--- config.mk ---
export PLATFORM = sky130hd
export DESIGN_NAME = searchable_stack_top_flat
export DESIGN_NICKNAME = d
export VERILOG_FILES = /design/src/rtl/core/sstack_pkg.sv /design/src/rtl/core/sstack_req_if.sv /design/src/rtl/core/sstack_rsp_if.sv /design/src/rtl/core/searchable_stack_top.sv /design/src/rtl/core/sstack_ram.sv /design/src/flat_wrapper.sv
export VERILOG_INCLUDE_DIRS = /design/src /design/src/rtl/core
export SDC_FILE = /design/constraint.sdc
export NUM_CORES = 1
export LEC_CHECK = 0
export ABC_AREA = 1
export BUFFER_PORTS_ARGS = -buffer_cell sky130_fd_sc_hd__buf_2
export CAP_MARGIN = 20
export CORE_MARGIN = 2
export CORE_UTILIZATION = 35
export CTS_CLUSTER_SIZE = 16
export DETAILED_ROUTE_END_ITERATION = 10
export MAX_ROUTING_LAYER = met4
export RECOVER_POWER = 25
export SLEW_MARGIN = 0
export SYNTH_ARGS = -nofsm -noshare
export SYNTH_HDL_FRONTEND = slang
export SYNTH_HIERARCHICAL = 1
export SYNTH_SLANG_ARGS = --single-unit
--- constraint.sdc ---
create_clock -name clock -period 6 [get_ports clock]
set_clock_uncertainty 0.05 [all_clocks]
set_input_delay 1.2 -clock clock [delete_from_list [all_inputs] [get_ports clock]]
set_output_delay 1.2 -clock clock [all_outputs]
set_load 0.1 [all_outputs]
--- src/rtl/core/searchable_stack_top_macros.svh ---
// Assertion macros for the searchable stack.
// Included by searchable_stack_top; no other dependencies.
`ifndef SEARCHABLE_STACK_TOP_MACROS_SVH
`define SEARCHABLE_STACK_TOP_MACROS_SVH
`ifndef NO_ASSERTIONS
`define SSTACK_ASSERT_IMP(lbl, clk, rst, ante, cons) \
   lbl: assert property (@(posedge clk) disable iff (rst) (ante) |-> (cons)) \
      else $error("searchable stack check failed");
`define SSTACK_ASSERT_NXT(lbl, clk, rst, ante, cons) \
   lbl: assert property (@(posedge clk) disable iff (rst) (ante) |=> (cons)) \
      else $error("searchable stack check failed");
`else
`define SSTACK_ASSERT_IMP(lbl, clk, rst, ante, cons)
`define SSTACK_ASSERT_NXT(lbl, clk, rst, ante, cons)
`endif
`endif

--- src/rtl/core/sstack_pkg.sv ---
// Shared types and constants of the searchable stack.
// No dependencies; used by the channel interfaces and the top level.
`timescale 1ns / 1ps
package sstack_pkg;

   localparam int OPCODE_WIDTH = 3;
   localparam int VALUE_WIDTH  = 32;
   localparam int TOTAL_WIDTH  = 5;
   localparam int STATUS_WIDTH = 2;

   localparam logic [OPCODE_WIDTH-1:0] OP_PUSH     = 3'd0;
   localparam logic [OPCODE_WIDTH-1:0] OP_POP      = 3'd1;
   localparam logic [OPCODE_WIDTH-1:0] OP_TOP      = 3'd2;
   localparam logic [OPCODE_WIDTH-1:0] OP_CONTAINS = 3'd3;
   localparam logic [OPCODE_WIDTH-1:0] OP_REMOVE   = 3'd4;
   localparam logic [OPCODE_WIDTH-1:0] OP_SIZE     = 3'd5;

   localparam logic [STATUS_WIDTH-1:0] ST_OK    = 2'd0;
   localparam logic [STATUS_WIDTH-1:0] ST_EMPTY = 2'd1;
   localparam logic [STATUS_WIDTH-1:0] ST_FULL  = 2'd2;

   typedef struct packed {
      logic [VALUE_WIDTH-1:0]  read_value;
      logic                    found;
      logic [TOTAL_WIDTH-1:0]  entry_total;
      logic [STATUS_WIDTH-1:0] status;
   } rsp_data_type;

endpackage

--- src/rtl/core/sstack_req_if.sv ---
// Request channel of the searchable stack: valid, ready and the request fields.
// Depends on sstack_pkg.
`timescale 1ns / 1ps
interface sstack_req_if;
   logic                                 valid;
   logic                                 ready;
   logic [sstack_pkg::OPCODE_WIDTH-1:0]  opcode;
   logic [sstack_pkg::VALUE_WIDTH-1:0]   item_value;

   modport source (output valid, output opcode, output item_value, input ready);
   modport sink (input valid, input opcode, input item_value, output ready);
endinterface

--- src/rtl/core/sstack_rsp_if.sv ---
// Response channel of the searchable stack: valid, ready and the result fields.
// Depends on sstack_pkg.
`timescale 1ns / 1ps
interface sstack_rsp_if;
   logic                                 valid;
   logic                                 ready;
   logic [sstack_pkg::VALUE_WIDTH-1:0]   read_value;
   logic                                 found;
   logic [sstack_pkg::TOTAL_WIDTH-1:0]   entry_total;
   logic [sstack_pkg::STATUS_WIDTH-1:0]  status;

   modport source (output valid, output read_value, output found,
                   output entry_total, output status, input ready);
   modport sink (input valid, input read_value, input found,
                 input entry_total, input status, output ready);
endinterface

--- src/rtl/core/searchable_stack_top.sv ---
// Searchable LIFO stack: push, pop, top, contains, remove matching and size.
// Depends on sstack_pkg, sstack_req_if, sstack_rsp_if, sstack_ram and the macro header.
//
//   Port      Direction  Role
//   req_port  sink       one request transaction: opcode and item_value
//   rsp_port  source     one response transaction per request
//
// Push, size and unused opcodes pass from S_IDLE through S_EMIT to the response register;
// pop and top also pass through S_READ on a non-empty stack, contains and remove
// through S_SCAN on a non-empty stack, which reads the stored entries in turn.
// The search rate is set by the single RAM read port: one stored entry per cycle.
// Reset clears the entry count and the control state; the RAM is never cleared and needs no pass.
// A new request is accepted while the previous response waits in the output register;
// a stalled response only holds the next result back in its final state.
`timescale 1ns / 1ps
`include "searchable_stack_top_macros.svh"
module searchable_stack_top #(
   parameter int DEPTH      = 16,
   parameter int ITEM_WIDTH = 32
) (
   input  logic        clock,
   input  logic        reset,
   sstack_req_if.sink  req_port,
   sstack_rsp_if.source rsp_port
);

   localparam int AW = $clog2(DEPTH);
   localparam int CW = $clog2(DEPTH + 1);
   localparam int W  = (ITEM_WIDTH < sstack_pkg::VALUE_WIDTH) ? ITEM_WIDTH
                                                             : sstack_pkg::VALUE_WIDTH;

   typedef enum logic [1:0] {S_IDLE, S_READ, S_SCAN, S_EMIT} state_type;

   state_type                         state_ff, state_in;
   logic [CW-1:0]                     count_ff, count_in;
   logic [CW-1:0]                     scan_ff, scan_in;
   logic [CW-1:0]                     wr_ff, wr_in;
   logic                              hit_ff, hit_in;
   logic [sstack_pkg::OPCODE_WIDTH-1:0] op_ff, op_in;
   logic [W-1:0]                      key_ff, key_in;
   sstack_pkg::rsp_data_type          res_ff, res_in;
   logic                              rsp_valid_ff, rsp_valid_in;
   sstack_pkg::rsp_data_type          rsp_data_ff, rsp_data_in;

   logic          ram_we;
   logic [AW-1:0] ram_waddr;
   logic [W-1:0]  ram_wdata;
   logic [AW-1:0] ram_raddr;
   logic [W-1:0]  ram_rdata;

   logic          req_fire;
   logic [W-1:0]  req_key;
   logic [CW-1:0] top_index;
   logic          match;
   logic          last;
   logic [CW-1:0] kept_total;

   sstack_ram #(.WIDTH(W), .DEPTH(DEPTH)) u_store (
      .clock   (clock),
      .wr_en   (ram_we),
      .wr_addr (ram_waddr),
      .wr_data (ram_wdata),
      .rd_addr (ram_raddr),
      .rd_data (ram_rdata)
   );

   assign req_port.ready = (state_ff == S_IDLE);
   assign req_fire       = req_port.valid && (state_ff == S_IDLE);
   assign req_key        = W'(req_port.item_value);
   assign top_index      = count_ff - CW'(1);
   assign match          = (ram_rdata == key_ff);
   assign last           = (scan_ff == top_index);
   assign kept_total     = match ? wr_ff : wr_ff + CW'(1);

   always_comb begin
      state_in     = state_ff;
      count_in     = count_ff;
      scan_in      = scan_ff;
      wr_in        = wr_ff;
      hit_in       = hit_ff;
      op_in        = op_ff;
      key_in       = key_ff;
      res_in       = res_ff;
      rsp_valid_in = rsp_valid_ff;
      rsp_data_in  = rsp_data_ff;
      ram_we       = 1'b0;
      ram_waddr    = count_ff[AW-1:0];
      ram_wdata    = req_key;
      ram_raddr    = '0;

      if (rsp_valid_ff && rsp_port.ready) begin
         rsp_valid_in = 1'b0;
      end

      unique case (state_ff)
         S_IDLE: begin
            if (req_port.opcode == sstack_pkg::OP_POP ||
                req_port.opcode == sstack_pkg::OP_TOP) begin
               ram_raddr = top_index[AW-1:0];
            end
            if (req_fire) begin
               op_in  = req_port.opcode;
               key_in = req_key;
               res_in = '{read_value: '0, found: 1'b0,
                          entry_total: sstack_pkg::TOTAL_WIDTH'(count_ff),
                          status: sstack_pkg::ST_OK};
               state_in = S_EMIT;
               unique case (req_port.opcode)
                  sstack_pkg::OP_PUSH: begin
                     if (count_ff == CW'(DEPTH)) begin
                        res_in.status = sstack_pkg::ST_FULL;
                     end else begin
                        ram_we             = 1'b1;
                        count_in           = count_ff + CW'(1);
                        res_in.entry_total = sstack_pkg::TOTAL_WIDTH'(count_ff + CW'(1));
                     end
                  end
                  sstack_pkg::OP_POP, sstack_pkg::OP_TOP: begin
                     if (count_ff == '0) begin
                        res_in.status = sstack_pkg::ST_EMPTY;
                     end else begin
                        state_in = S_READ;
                     end
                  end
                  sstack_pkg::OP_CONTAINS, sstack_pkg::OP_REMOVE: begin
                     if (count_ff != '0) begin
                        scan_in  = '0;
                        wr_in    = '0;
                        hit_in   = 1'b0;
                        state_in = S_SCAN;
                     end
                  end
                  default: begin
                  end
               endcase
            end
         end
         S_READ: begin
            res_in.read_value = sstack_pkg::VALUE_WIDTH'(ram_rdata);
            if (op_ff == sstack_pkg::OP_POP) begin
               count_in           = top_index;
               res_in.entry_total = sstack_pkg::TOTAL_WIDTH'(top_index);
            end
            state_in = S_EMIT;
         end
         S_SCAN: begin
            ram_raddr = AW'(scan_ff + CW'(1));
            if (op_ff == sstack_pkg::OP_CONTAINS) begin
               if (match || last) begin
                  res_in.found = match;
                  state_in     = S_EMIT;
               end else begin
                  scan_in = scan_ff + CW'(1);
               end
            end else begin
               if (!match) begin
                  ram_we    = 1'b1;
                  ram_waddr = wr_ff[AW-1:0];
                  ram_wdata = ram_rdata;
                  wr_in     = wr_ff + CW'(1);
               end
               hit_in = hit_ff | match;
               if (last) begin
                  count_in           = kept_total;
                  res_in.found       = hit_ff | match;
                  res_in.entry_total = sstack_pkg::TOTAL_WIDTH'(kept_total);
                  state_in           = S_EMIT;
               end else begin
                  scan_in = scan_ff + CW'(1);
               end
            end
         end
         S_EMIT: begin
            if (!rsp_valid_ff || rsp_port.ready) begin
               rsp_valid_in = 1'b1;
               rsp_data_in  = res_ff;
               state_in     = S_IDLE;
            end
         end
         default: begin
            state_in = S_IDLE;
         end
      endcase
   end

   always_ff @(posedge clock) begin
      if (reset) begin
         state_ff     <= S_IDLE;
         count_ff     <= '0;
         scan_ff      <= '0;
         wr_ff        <= '0;
         hit_ff       <= 1'b0;
         rsp_valid_ff <= 1'b0;
      end else begin
         state_ff     <= state_in;
         count_ff     <= count_in;
         scan_ff      <= scan_in;
         wr_ff        <= wr_in;
         hit_ff       <= hit_in;
         rsp_valid_ff <= rsp_valid_in;
         op_ff        <= op_in;
         key_ff       <= key_in;
         res_ff       <= res_in;
         rsp_data_ff  <= rsp_data_in;
      end
   end

   assign rsp_port.valid       = rsp_valid_ff;
   assign rsp_port.read_value  = rsp_data_ff.read_value;
   assign rsp_port.found       = rsp_data_ff.found;
   assign rsp_port.entry_total = rsp_data_ff.entry_total;
   assign rsp_port.status      = rsp_data_ff.status;

   `SSTACK_ASSERT_IMP(a_count_bound, clock, reset, 1'b1, count_ff <= CW'(DEPTH))
   `SSTACK_ASSERT_IMP(a_scan_in_range, clock, reset, state_ff == S_SCAN, scan_ff < count_ff)
   `SSTACK_ASSERT_IMP(a_compact_behind, clock, reset, state_ff == S_SCAN, wr_ff <= scan_ff)
   `SSTACK_ASSERT_NXT(a_push_grows, clock, reset,
      req_fire && req_port.opcode == sstack_pkg::OP_PUSH && count_ff < CW'(DEPTH),
      count_ff == $past(count_ff) + CW'(1))

endmodule

--- src/rtl/core/sstack_ram.sv ---
// Generic single-clock RAM with one write port and one registered read port.
// No dependencies.
`timescale 1ns / 1ps
module sstack_ram #(
   parameter int WIDTH = 32,
   parameter int DEPTH = 16,
   localparam int AW = $clog2(DEPTH)
) (
   input  logic             clock,
   input  logic             wr_en,
   input  logic [AW-1:0]    wr_addr,
   input  logic [WIDTH-1:0] wr_data,
   input  logic [AW-1:0]    rd_addr,
   output logic [WIDTH-1:0] rd_data
);

   logic [WIDTH-1:0] mem [DEPTH];
   logic [WIDTH-1:0] rd_data_ff;

   always_ff @(posedge clock) begin
      if (wr_en) begin
         mem[wr_addr] <= wr_data;
      end
      rd_data_ff <= mem[rd_addr];
   end

   assign rd_data = rd_data_ff;

endmodule
--- src/flat_wrapper.sv ---
// flat-port wrapper written by rule: the top's interface ports become plain ports
module searchable_stack_top_flat 
#(
   parameter int DEPTH      = 16,
   parameter int ITEM_WIDTH = 32
)
  (clock, reset, req_port_valid, req_port_opcode, req_port_item_value, req_port_ready, rsp_port_valid, rsp_port_read_value, rsp_port_found, rsp_port_entry_total, rsp_port_status, rsp_port_ready);
  sstack_req_if req_port_i ();
  sstack_rsp_if rsp_port_i ();
  input  logic clock;
  input  logic reset;
  input wire logic [$bits(req_port_i.valid)-1:0] req_port_valid;
  input wire logic [$bits(req_port_i.opcode)-1:0] req_port_opcode;
  input wire logic [$bits(req_port_i.item_value)-1:0] req_port_item_value;
  output wire logic [$bits(req_port_i.ready)-1:0] req_port_ready;
  output wire logic [$bits(rsp_port_i.valid)-1:0] rsp_port_valid;
  output wire logic [$bits(rsp_port_i.read_value)-1:0] rsp_port_read_value;
  output wire logic [$bits(rsp_port_i.found)-1:0] rsp_port_found;
  output wire logic [$bits(rsp_port_i.entry_total)-1:0] rsp_port_entry_total;
  output wire logic [$bits(rsp_port_i.status)-1:0] rsp_port_status;
  input wire logic [$bits(rsp_port_i.ready)-1:0] rsp_port_ready;
  assign req_port_i.valid = req_port_valid;
  assign req_port_i.opcode = req_port_opcode;
  assign req_port_i.item_value = req_port_item_value;
  assign req_port_ready = req_port_i.ready;
  assign rsp_port_valid = rsp_port_i.valid;
  assign rsp_port_read_value = rsp_port_i.read_value;
  assign rsp_port_found = rsp_port_i.found;
  assign rsp_port_entry_total = rsp_port_i.entry_total;
  assign rsp_port_status = rsp_port_i.status;
  assign rsp_port_i.ready = rsp_port_ready;
  searchable_stack_top #(.DEPTH(DEPTH), .ITEM_WIDTH(ITEM_WIDTH)) u_core (.clock(clock), .reset(reset), .req_port(req_port_i), .rsp_port(rsp_port_i));
endmodule
== Yosys cells after proc, flatten, opt, wreduce, memory -nomap -nowiden ==
Memories as Yosys holds them, arrays and structs flattened. A register that Yosys moved wholly into a read port is not among the register bits.
Cells that the tools add are included.
W data, S select, Z words.

* Bits in registers: 134
* Latch bits: 0
* RAM bits: 512
* Bits in read-only memories: 0
* Logic and storage cells: 131
* Memories kept: 1

* $add $sub $neg: 4
* Multiply operators: 0
* Divide/modulo/power cells: 0
* Magnitude comparators: 0
* Eq/ne operators: 23
* Shifts and indexed selects: 0
* Muxes and demuxes: 61
* Bitwise logic cells: 2
* Reduce and logical (&&, ||, !) cells: 24

{| class="wikitable"
|+ Memories
! name !! words !! width !! rd ports !! clocked after Yosys merged registers in !! wr ports !! line !! RTL
|-
| u_core.u_store.mem || 16 || 32 || 1 || 1 || 1 || sstack_ram.sv:17 || <nowiki>logic [WIDTH-1:0] mem [DEPTH];</nowiki>
|}

{| class="wikitable"
|+ Operators by type and width
! cell !! number
|-
| $mux W32 || 3
|-
| $mux W5 || 15
|-
| $pmux W32 S2 || 1
|-
| $mux W40 || 1
|-
| $eq A32 B32 Y1 || 1
|-
| $pmux W5 S3 || 2
|-
| $pmux W5 S2 || 2
|-
| $mux W1 || 18
|-
| $mux W4 || 4
|-
| $add A5 B1 Y5 const B || 3
|-
| $reduce_and A5 Y1 || 3
|-
| $mux W2 || 7
|-
| $ne A2 B1 Y1 const B || 6
|-
| $reduce_and A6 Y1 || 2
|-
| $eq A3 B2 Y1 const B || 3
|-
| $ne A3 B3 Y1 const B || 3
|-
| $reduce_and A3 Y1 || 3
|-
| $pmux W2 S2 || 2
|-
| $pmux W2 S4 || 1
|-
| $pmux W4 S2 || 1
|-
| $eq A3 B1 Y1 const B || 2
|-
| $mux W6 || 1
|-
| $pmux W1 S2 || 3
|-
| $eq A5 B5 Y1 || 1
|-
| other kinds (20) || 26
|}

== Longest topological paths before layout ==
* Depth in word-level cells: 7
* Mapped depth: 17

== Modules after synthesis ==
Netlist, hierarchy kept.

{| class="wikitable"
|+ By module, submodules not included
! module !! instances !! cells each !! area an instance (um^2) !! seq. area each (um^2)
|-
| sstack_ram || 1 || 2,122 || 22,745.6 || 16,015.4
|-
| searchable_stack_top || 1 || 635 || 6,302.3 || 3,833.7
|}

== Least setup slack after synthesis ==
Ideal clock, no wire load.

* Path type: in2reg
* Start point: in reset
* End point: reg u_core.rsp_data_ff (netlist bit u_core/rsp_port.entry_total[0]) (enable)
* Library setup time: 0.487 ns
* Arrival: 4.186 ns
* Slack: 1.277 ns
* Stages: 2
* Buffers on the path: 1
* Path through: clkbuf_1 nor3_1

* Longest elaborated chain between the ends: 2

{| class="wikitable"
|+ RTL lines
! what !! line !! RTL
|-
| from (decl) || flat_wrapper.sv:11 || <nowiki>input logic reset;</nowiki>
|-
| $not A1 Y1 (no source line) || -- ||
|-
| $reduce_and A3 Y1 (no source line) || -- ||
|-
| to (signal assigned) || searchable_stack_top.sv:204 || <nowiki>rsp_data_ff <= rsp_data_in;</nowiki>
|-
| to (decl) || searchable_stack_top.sv:43 || <nowiki>sstack_pkg::rsp_data_type rsp_data_ff, rsp_data_in;</nowiki>
|}

Every way passes these cells.
A chain may end at the register's enable or synchronous reset.

== Final worst setup path ==
* Start point: reg u_core.u_store.rd_data_ff[24], in the netlist u_core/u_store/rd_data[24], read port of u_core.u_store.mem
* End point: mem u_core.u_store.mem[0][5], data pin

* Longest elaborated chain between the ends: 4

{| class="wikitable"
|+ RTL lines
! what !! line !! RTL
|-
| from (decl) || sstack_ram.sv:18 || <nowiki>logic [WIDTH-1:0] rd_data_ff;</nowiki>
|-
| $eq A32 B32 Y1 || searchable_stack_top.sv:71 || <nowiki>assign match = (ram_rdata == key_ff);</nowiki>
|-
| $mux W32 || searchable_stack_top.sv:156 || <nowiki>if (!match) begin</nowiki>
|-
| $mux W32 || searchable_stack_top.sv:148 || <nowiki>if (op_ff == sstack_pkg::OP_CONTAINS) begin</nowiki>
|-
| $mux W32 || searchable_stack_top.sv:95 || <nowiki>unique case (state_ff)</nowiki>
|-
| net u_core.ram_wdata[5] || searchable_stack_top.sv:47 || <nowiki>logic [W-1:0] ram_wdata;</nowiki>
|-
| to (decl) || sstack_ram.sv:17 ||
|}

The timed path passes the listed nets, and every way through them passes these cells.

==> impl_summary.md <==
Outcome
The flow ran to the end, but the final reports show violations. The checks that failed: capacitance limit, slew limit.

Synthesis
The synthesized netlist occupies a cell area of 0.02905 mm². The share of the yosys chip area belonging to registers is 0.6833. The number of warnings reported in the yosys synthesis log is 6. The number of nets handed over by synthesis was 2805.

After synthesis the netlist holds a flip-flop and latch count of 678. The mean instance size in the synthesized netlist is 10.54 µm². The synthesized netlist contains 33 unique library cells. The gate count after technology mapping is 2757.

Timing
The routed design could run at a clock period as short as 5.026 ns. The final-report max-slew violation count is 149. Setup repair after global routing left no endpoint under its margin.

The total count of hold-check failures in the final report is 0. Summed over all failing endpoints, the final setup total negative slack is 0 ns. The total setup violations reported at the end of the flow is 0.

The tightest slew margin relative to the limit is -0.7310. The final period utilization is 0.8377. Based on the critical path, the design can be clocked at up to 199.0 MHz. The worst-margin pin slew is 2.587 ns.

GRT
The global-route total usage across every layer is 0.1722. For met2 alone, demand over resource in global routing was 0.2713. For met3 alone, demand over resource in global routing was 0.02748. Entering global routing, the biggest net connects 149 pins. The wire length of the first global-routing pass is 108.6 mm. The number of antenna violations at the first check in global routing is 2. The number of global-route vias before repair is 17406. The met1 routing resource usage after global routing is 0.2299.

In this run the most used layer during global routing was met2. The final global-route overflow total is 0.

Cells and area
Of the cells placed in the final design, the portion with a size suffix greater than 1 is 0.06456. Once layout is done, the placed cells without fillers occupy 0.03275 mm². The number of nets at the end of the flow is 2877.

The utilization of the core after routing is 0.3988. The area growth from synthesis to layout is 12.74%.

Placed design
Routability-driven placement finished with a final weighted congestion of 0.8748. In this run the cell area measured after placement is 0.03064 mm². The estimated wirelength of the detail-placed design is 42.80 mm. The number of port buffers is 80.

Die
From bottom edge to top edge, the die measures 292.1 µm. The initial cell density of the core is 0.3538. The number of rows created at floorplan is 105. The core area is 0.08211 mm². 81 I/O pins were placed. The area of the die is 0.08531 mm².

The floorplan step set the die width to 292.1 µm.

Setup path
Of all nets on the critical path, the largest fanout is 40. The worst setup path is of the flop to flop kind. STA puts the critical path data required time at 6.24 ns. The worst setup path is captured at a flop. The critical path arrival is 5.27 ns. The critical path launch point type is a flop.

Clock network
The number of hold buffers added after CTS is 0. The CTS buffer count is 69. The worst-case clock buffer depth is 3.

Post-CTS repair changed the size of 0 cells. The clock transition time at the flip-flop clock pins of the worst setup and hold paths is 0.06 ns. The CTS root buffer is clkbuf_16. The clock network latency to the later pin of the worst-skew pair is 0.60 ns. The number of setup buffers added after CTS is 0. The clock tree from TritonCTS is yes. The clock tree synthesis step divided the H-tree into 3 levels. The total number of clock tree sinks is 678.

Detailed routing
The pre-antenna-repair detailed-routing pass consisted of 5 iterations. The average vias per placed instance is 4.700. After detailed routing, the total wire length is 71.42 mm. The final antenna-violating net count is 0.

The number of DRC violations after detailed-routing iteration 0 is 1772. After detailed routing, the average wire length per cell comes to 18.07 µm. After detailed routing, the number of remaining DRC violations is 0. The detailed router placed 18579 vias in this run.

Flow run
The max-cap check violation count is 4.

Power and ir drop
Across the VDD grid, the largest voltage drop is 0.4624 mV. In this run the power density over the cells is 508.1 mW/mm². The leakage power is 13.47 nW.

Min path
The path class of the tightest hold or removal check is flop to flop.
==> critical path, cell delays in order, from the launching register on <==
cell and delay, ns:
dfxtp_1 0.41, xnor2_1 0.44, nand2_1 0.09, nor2_1 0.12
nand2_1 0.06, nor2_1 0.19, nand2_1 0.31, nand3_1 0.39
clkbuf_1 1.78, nand2_1 0.08, o21ai_0 0.18, clkbuf_1 0.61
==> per-layer routing <==
| metal | share of wire | vias to the layer above |
|---|---|---|
| li1 | - | 9054 |
| met4 | 0.021 | 0 |
| met3 | 0.070 | 102 |
| met1 | 0.44 | 8799 |
| met2 | 0.47 | 624 |
| met5 | 0 | - |
==> registers in the layout, indices dropped and copies added, names as in the netlist <==
signal / count
u_core/scan_ff: 5
u_core/rsp_port.entry_total: 5
u_core/rsp_port.valid: 1
u_core/res_ff: 40
u_core/u_store/mem: 512
u_core/u_store/rd_data: 32
u_core/count_ff: 5
u_core/state_ff: 2
u_core/key_ff: 32
u_core/rsp_port.read_value: 32
u_core/rsp_port.status: 2
u_core/rsp_port.found: 1
u_core/hit_ff: 1
u_core/wr_ff: 5
u_core/op_ff: 3
==> per-stage QoR <==
step           hold slack, ns  total power [mW]  cells  setup slack, ns
3_5_place_dp           0.3545             12.55   3825            1.365
6_report               0.3667             16.64   3953           0.9736
2_1_floorplan          0.3503             10.76   2757            1.277
3_3_place_gp           0.3504             12.50   3823            1.316
5_1_grt                0.3750             17.60   3953           0.7813
4_1_cts                0.3679             16.77   3948            1.690
==> cells in the mapped netlist (all sizes together) <==
cell,count,area share
nand3b,1,0.00026
mux2,22,0.0085
nand3,408,0.071
dfxtp,51,0.035
o22ai,1,0.00022
clkinv,2,0.00026
xor2,8,0.0027
edfxtp,627,0.65
nor3,2,0.00034
nand2b,1,0.00022
nor2,77,0.010
o21ai,35,0.0060
a31o,1,0.00030
clkbuf,15,0.0019
nand2,859,0.11
xnor2,26,0.0078
buf,104,0.025
ha,9,0.0039
a21oi,25,0.0043
nand4,3,0.00065
inv,480,0.062
==> final cells by class <==
cell class,count,area [µm²]
Clock buffer,92,1906
Tap cell,1070,1339
Antenna cell,2,5.005
Multi-Input combinational cell,1478,6748
Clock inverter,31,284.0
Sequential cell,678,19850
Timing Repair Buffer,120,800.8
Fill cell,7820,49360
Inverter,482,1817
==> path summary, 6_finish.rpt <==
check,startpoint,end,cells after the start,slack (ns)
max reg2reg,u_core/u_store/rd_data[24],u_core/u_store/mem[0][5],11,0.97
min,u_core/res_ff[20],u_core/rsp_port.read_value[12],0,0.37
min reg2reg,u_core/res_ff[20],u_core/rsp_port.read_value[12],0,0.37
max,u_core/u_store/rd_data[24],u_core/u_store/mem[0][5],11,0.97
==> cell usage in the layout, fill, tap and decap left out, drive strengths merged <==
cell      synthesis  routed
nand2b            1       1
nand3           408     408
ha                9       9
a31o              1       1
clkinv            2      24
nand3b            1       1
a21oi            25      25
inv             480     480
nand2           859     859
nand4             3       3
xnor2            26      26
clkbuf           15     172
nor2             77      77
xor2              8       8
nor3              2       2
mux2             22      22
o21ai            35      35
clkinvlp          0       4
edfxtp          627     627
bufinv            0       5
o22ai             1       1
buf             104      40
dfxtp            51      51
diode             0       2
==> power breakdown <==
group	internal, mW	leakage, nW	switching (mW)	total, mW
logic	1.60	6.30	4.38	5.98
registers	6.16	6.11	0.308	6.47
clock network	2.45	1.06	1.75	4.19
total	10.2	13.5	6.43	16.6
==> kinds of logic (layout without fill, tap and decap cells) <==
group                      count (synthesis)  count (layout)  share of synthesized area
and+or+nand+nor                         1351            1351                     0.1937
DFF                                      678             678                     0.6833
buffers and inverters                    601             725                    0.08925
AOI/OAI and AO/OA                         62              62                    0.01085
xor gates and xnor gates                  34              34                    0.01051
muxes                                     22              22                   0.008529
adders and majority gates                  9               9                   0.003877
other                                      0               2                          0
No activity file was read; power rests on OpenSTA's default activity.
